$ cat src/hw/rtl/assert_macros.svh
// Assertion macros shared by the RTL files.
`ifndef ASSERT_MACROS_SVH
`define ASSERT_MACROS_SVH
`ifndef SYNTH
`define ASSERT_ON_CLK(label, clk, rst, prop) \
  label: assert property (@(posedge clk) disable iff (rst) prop) \
    else $error("assertion failed");
`define ASSERT_ALWAYS(label, clk, prop) \
  label: assert property (@(posedge clk) prop) else $error("assertion failed");
`else
`define ASSERT_ON_CLK(label, clk, rst, prop)
`define ASSERT_ALWAYS(label, clk, prop)
`endif
`endif

$ cat src/hw/rtl/gttm_pkg.sv
`default_nettype none

package gttm_pkg;

  localparam int NPAR = 5;
  localparam int MODE_W = 2;
  localparam int CFG_INDEX_W = 3;
  localparam int INNER_INDEX_W = 16;
  localparam int OUTER_INDEX_W = 6;

  localparam logic [MODE_W-1:0] MODE_CLEAR = 2'd0;
  localparam logic [MODE_W-1:0] MODE_LOAD = 2'd1;
  localparam logic [MODE_W-1:0] MODE_QUERY = 2'd2;

  localparam logic [CFG_INDEX_W-1:0] CFG_GREEDY = 3'd0;
  localparam logic [CFG_INDEX_W-1:0] CFG_D0_TOL = 3'd1;
  localparam logic [CFG_INDEX_W-1:0] CFG_Z0_TOL = 3'd2;
  localparam logic [CFG_INDEX_W-1:0] CFG_PHI_TOL = 3'd3;
  localparam logic [CFG_INDEX_W-1:0] CFG_OMEGA_TOL = 3'd4;
  localparam logic [CFG_INDEX_W-1:0] CFG_TAN_LAMBDA_TOL = 3'd5;

  localparam int D0_TOL_RESET = 2048;
  localparam int Z0_TOL_RESET = 10240;
  localparam int TOL_OFF = -1;

  typedef enum logic {
    ST_IDLE,
    ST_SCAN
  } state_t;

  typedef struct packed {
    logic valid;
    logic live;
    logic [OUTER_INDEX_W-1:0] idx;
  } tag_t;

endpackage

`default_nettype wire

$ cat src/hw/rtl/gttm_match.sv
`default_nettype none
`include "assert_macros.svh"

module gttm_match #(
  parameter int VALUE_WIDTH = 24
) (
  input  wire logic clk,
  input  wire logic rst,
  input  wire logic adv,
  input  wire logic flush,
  input  wire logic [gttm_pkg::NPAR-1:0][VALUE_WIDTH-1:0] inner_par,
  input  wire logic inner_has,
  input  wire logic [gttm_pkg::NPAR*VALUE_WIDTH:0] entry,
  input  wire logic [gttm_pkg::NPAR-1:0][VALUE_WIDTH-1:0] tol,
  input  wire gttm_pkg::tag_t tag_in,
  output gttm_pkg::tag_t tag_out,
  output logic hit
);

  localparam int EW = gttm_pkg::NPAR * VALUE_WIDTH + 1;

  logic [gttm_pkg::NPAR-1:0][VALUE_WIDTH-1:0] entry_par;
  logic entry_has;
  logic signed [VALUE_WIDTH:0] diff [gttm_pkg::NPAR];
  logic signed [VALUE_WIDTH:0] tol_x [gttm_pkg::NPAR];
  logic crit_ok;
  gttm_pkg::tag_t tag_q;

  assign entry_par = entry[EW-2:0];
  assign entry_has = entry[EW-1];

  always_ff @(posedge clk) begin
    if (adv) begin
      for (int k = 0; k < gttm_pkg::NPAR; k++) begin
        diff[k] <= {inner_par[k][VALUE_WIDTH-1], inner_par[k]}
                 - {entry_par[k][VALUE_WIDTH-1], entry_par[k]};
      end
    end
  end

  always_ff @(posedge clk) begin
    if (rst) begin
      tag_q <= '0;
    end else if (flush) begin
      tag_q.valid <= 1'b0;
    end else if (adv) begin
      tag_q.valid <= tag_in.valid;
      tag_q.live <= tag_in.live && inner_has && entry_has;
      tag_q.idx <= tag_in.idx;
    end
  end

  // A negative tolerance switches its criterion off.
  always_comb begin
    crit_ok = 1'b1;
    for (int k = 0; k < gttm_pkg::NPAR; k++) begin
      tol_x[k] = {tol[k][VALUE_WIDTH-1], tol[k]};
      if (!tol[k][VALUE_WIDTH-1]) begin
        if ((diff[k] > tol_x[k]) || (diff[k] < -tol_x[k])) begin
          crit_ok = 1'b0;
        end
      end
    end
  end

  assign hit = tag_q.valid && tag_q.live && crit_ok;
  assign tag_out = tag_q;

endmodule

`default_nettype wire

$ cat config.mk
export PLATFORM = sky130hd
export DESIGN_NAME = gttm_match
export DESIGN_NICKNAME = d
export VERILOG_FILES = /design/src/hw/rtl/gttm_pkg.sv /design/src/hw/rtl/gttm_match.sv
export VERILOG_INCLUDE_DIRS = /design/src /design/src/hw/rtl
export SDC_FILE = /design/constraint.sdc
export NUM_CORES = 1
export LEC_CHECK = 0
export ABC_CLOCK_PERIOD_IN_PS = 3700
export BUFFER_PORTS_ARGS = -buffer_cell sky130_fd_sc_hd__buf_4
export CAP_MARGIN = 20
export CORE_MARGIN = 3
export CORE_UTILIZATION = 45
export CTS_BUF_LIST = sky130_fd_sc_hd__clkbuf_8
export CTS_CLUSTER_SIZE = 20
export DETAILED_ROUTE_END_ITERATION = 7
export PLACE_DENSITY = 0.71
export SLEW_MARGIN = 40
export SYNTH_ARGS = -nofsm -noshare
export SYNTH_HDL_FRONTEND = slang
export SYNTH_SLANG_ARGS = --single-unit
$ cat constraint.sdc
create_clock -name clk -period 3.7 [get_ports clk]
set_input_delay 0.185 -clock clk [delete_from_list [all_inputs] [get_ports clk]]
set_output_delay 0.185 -clock clk [all_outputs]
set_load 0.01 [all_outputs]
==> flow_summary.toml <==
[setup_path]
crit_path_max_incr_delay_ps = 530
path_class = "input pin to output pin"
endpoint_kind = "output pin"
critical_path.max_fanout = 3
arrival_ps = 4170
critical_path_buf_inv_count = 4
cp.required_ps = 3510
worst_path_most_repeated_cell = "sky130_fd_sc_hd__buf_4"
cell_by_cell_trace_of_the_critical_path = "buf_4, or4_4, or3_4, nor4_4, nand2_2, or3_4, nor2_4, a41o_1, nand2_1, ha_1, nand4_1, nor2_1, a21oi_1, o211ai_1, o31ai_1, buf_4, a21oi_2, or4_1, a21oi_1, buf_4, nor4b_1, buf_4"
critical_path.slowest_cell = "sky130_fd_sc_hd__or4_4"
worst_path_dominant_cell_family = "simple AND/OR/NAND/NOR gates"
setup.worst_path.start_class = "input pin"

[power]
ir_worst_vdd_uv = 232
p_comb_share_pct = 44.6
power_per_unit_of_standard_cell_area_nw_per_um2 = 278
power.share.sequential_pct = 34.4
power.share.switching_pct = 36.2
power.clock.fraction_pct = 21.1
leakagePower_uw = 0.0111
internal_power_uw = 3950
switching_power_uw = 2240
post-layout-total-power_uw = 6190

[sta]
final-max-slew-violation-count = 0
minimum_hold_slack_ps = 52.3
relSlewSlack_pct = 48.3
rsz0062_at_grt = "true"
fmax_ghz = 0.229
hold_violations = 0
fin_skew_ps = 0
timing.final.setup_violations = 1
portion_of_the_clock_cycle_consumed_by_the_worst_path_in_the_final_layout_pct = 118
worst_tran_pin_value_ps = 770
final.setup.worst_slack_ps = -659
finalWorstPathRequiredPeriod_ps = 4360

[cells_and_area]
layout.nets = 3288
layout-drive-gt1-share_pct = 20.4
fillers = 3497
layout.cells.non_filler = 3066
flow.area_growth_from_synthesis_pct = 26.7
finalCoreUtilization_pct = 58.4

[logic_synthesis]
combinational_family_with_the_most_area_after_synthesis = "adder cells"
yosysSeqAreaShare_pct = 22.3
netlist_instances = 2044
post_synth_top_area_share_pct = 26.4
synth_area_per_cell_um2 = 8.58
synth_edf_count = 125
synthXorXnorAreaFrac_pct = 9.59
synth_ff_type = "sky130_fd_sc_hd__edfxtp_1"
synthAdderAreaFrac_pct = 27.0
synth_simple_gate_area_share_pct = 15.3
synth_mux_area_share_pct = 0.578
postSynth.asyncResetShare_pct = 0
synth_compound_gate_area_share_pct = 18.4
synthesis.yosys.warnings = 0
post_synthesis_sequential_element_count = 133
synthDominantAreaCellType = "sky130_fd_sc_hd__ha_1"
yosys-top-cells-area = "sky130_fd_sc_hd__ha_1, sky130_fd_sc_hd__edfxtp_1, sky130_fd_sc_hd__xnor2_1"
mappedNetlistArea_um2 = 17500
yosys.cell_count.top_type = "sky130_fd_sc_hd__ha_1"
synthesis.nets = 2793
yosysUniqueCellTypes = 66
ys_top_cells_by_count = "sky130_fd_sc_hd__ha_1, sky130_fd_sc_hd__inv_1, sky130_fd_sc_hd__xnor2_1, sky130_fd_sc_hd__nor2_1, sky130_fd_sc_hd__a21oi_1"

[global_routing]
grt_max_degree = 88
initial_antenna_violation_count = 7
grt_first_pass_wirelength_um = 78700
grt.overflow.total = 0
grt_use_total_pct = 23.2
first_global_vias = 16500

[route]
routed_wl_um = 49200
avgRoutedWirePerCell_um = 16.0
drc = 0
drt-pass1-iter-count = 5
drt_iter0_drc = 780
routed-via-count = 16400
vias_per_cell = 5.35
final_antenna_net_count = 0

[clocking]
cts_root_cell = "sky130_fd_sc_hd__clkbuf_8"
numCtsBuffers = 17
cts_tree = "yes"
cts.clk_slew.worst_paths_ps = 80
numClockSinks = 133
htreeDepth = 4
clockBufferDepth = 2
insertion_delay_ps = 480
postCtsSetupBuffers = 0

[place]
finalWeightedCongestion = 0.907
post-place-cells = 3021
port_buffers = 382
hpwlAfterDp_um = 42700
placement.setup.worst_slack_ps = -699

[die]
dieArea_um2 = 41400
floorplan.io_pins = 383
die_span_y_um = 203
die_w_um = 203
placementRows = 71
core_area_um2 = 38000
floorplan.initialDensity_pct = 46.1

[run_status]
failing_checks = "setup timing"
status = "finished with violations"

[min_path]
class_of_the_tightest_hold_or_removal_check = "input pin to flop"

[job]
max_cap_viol_count = 0
power by group through the flow:
stage          Sequential, uW  Clock [uW]  Combinational, uW
2_1_floorplan            2090           0               1790
3_3_place_gp             2150           0               2630
3_5_place_dp             2160           0               2730
4_1_cts                  2120        1340               2760
5_1_grt                  2150        1400               3140
6_report                 2130        1300               2760
sequential cells by signal, indices dropped and copies added, names as in the netlist:
register	count
diff	125
tag_out	8
metrics by stage:
step | instance area [um2] | TNS (ps)
after floorplan | 17500 | -60.2
after global placement | 21700 | -747
after detailed placement | 21700 | -699
after CTS | 22200 | -710
after global routing | 22200 | -926
final | 22200 | -659
worst reg2reg max path, delay by kind of cell (launching register included):
family	cells	cell delay (ps)
mux	1	90
simple gates	1	130
buf+inv	1	560
flops	1	400
kinds of logic after synthesis:
logic type,count (synthesis)
buf+inv,317
mux,10
xor+xnor,192
simple gates,525
flops,133
compound gates,492
fa+ha+maj,375
what timing repair did:
action                                  in CTS  in global routing
pin swaps                                    0                  1
endpoints found under the setup margin       1                  1
hold endpoints to repair                     8                  0
hold buffers                                10                  0
gates resized for setup                      1                  0
placed cells by master, fill, tap and decap left out, types with 6 or more instances in the layout:
cell,netlist,final
sky130_fd_sc_hd__buf_4,0,468
sky130_fd_sc_hd__ha_1,370,370
sky130_fd_sc_hd__inv_1,314,314
sky130_fd_sc_hd__xnor2_1,170,170
sky130_fd_sc_hd__nor2_1,132,132
sky130_fd_sc_hd__a21oi_1,128,127
sky130_fd_sc_hd__edfxtp_1,125,125
sky130_fd_sc_hd__a21o_1,100,100
sky130_fd_sc_hd__nand2_1,86,86
sky130_fd_sc_hd__o21ai_0,81,81
sky130_fd_sc_hd__nor3_1,67,67
sky130_fd_sc_hd__nand4_1,59,59
sky130_fd_sc_hd__nand3_1,42,42
sky130_fd_sc_hd__o21a_1,32,32
sky130_fd_sc_hd__nor2b_1,29,29
sky130_fd_sc_hd__nor4_1,25,25
sky130_fd_sc_hd__nand2b_1,22,22
sky130_fd_sc_hd__xor2_1,22,22
sky130_fd_sc_hd__a211oi_1,20,20
sky130_fd_sc_hd__clkbuf_8,0,17
sky130_fd_sc_hd__o31ai_1,16,16
sky130_fd_sc_hd__a31oi_1,14,14
sky130_fd_sc_hd__and2_1,13,13
sky130_fd_sc_hd__o211ai_1,11,11
sky130_fd_sc_hd__or3_1,11,11
sky130_fd_sc_hd__o21bai_1,10,10
sky130_fd_sc_hd__dlygate4sd3_1,0,10
sky130_fd_sc_hd__mux2i_1,9,9
sky130_fd_sc_hd__dfxtp_1,8,8
sky130_fd_sc_hd__a21boi_0,7,7
sky130_fd_sc_hd__and4_1,7,7
sky130_fd_sc_hd__a211o_1,7,7
sky130_fd_sc_hd__and3_1,7,7
sky130_fd_sc_hd__or4_1,6,6
layout make-up:
cell class	count	area [um2]	share of cell area (%)
antenna	3	7.51	0.0338
clock buffer	17	234	1.05
clock inverter	15	170	0.766
inverter	314	1180	5.30
multi-input combinational	1594	12400	56.0
sequential	133	3910	17.6
tap	511	639	2.88
timing repair buffer	479	3630	16.4
metal layers:
layer,track usage [%],vias up,part of all wire [%]
met3,3.53,60,5.1
met2,41.1,364,49
met4,6.61,8,2.1
li1,-,8406,-
met5,0,-,0.12
met1,29.3,7554,44
worst paths after layout:
check,from,end,slack [ps],cells after the start
max,tol[3],hit,-660,22
min,adv,diff[0][12],50,1
max reg2reg,tag_out[7],tag_out[7],2470,3
min reg2reg,tag_out[5],tag_out[5],510,2
No activity file was read; power rests on OpenSTA's default activity.
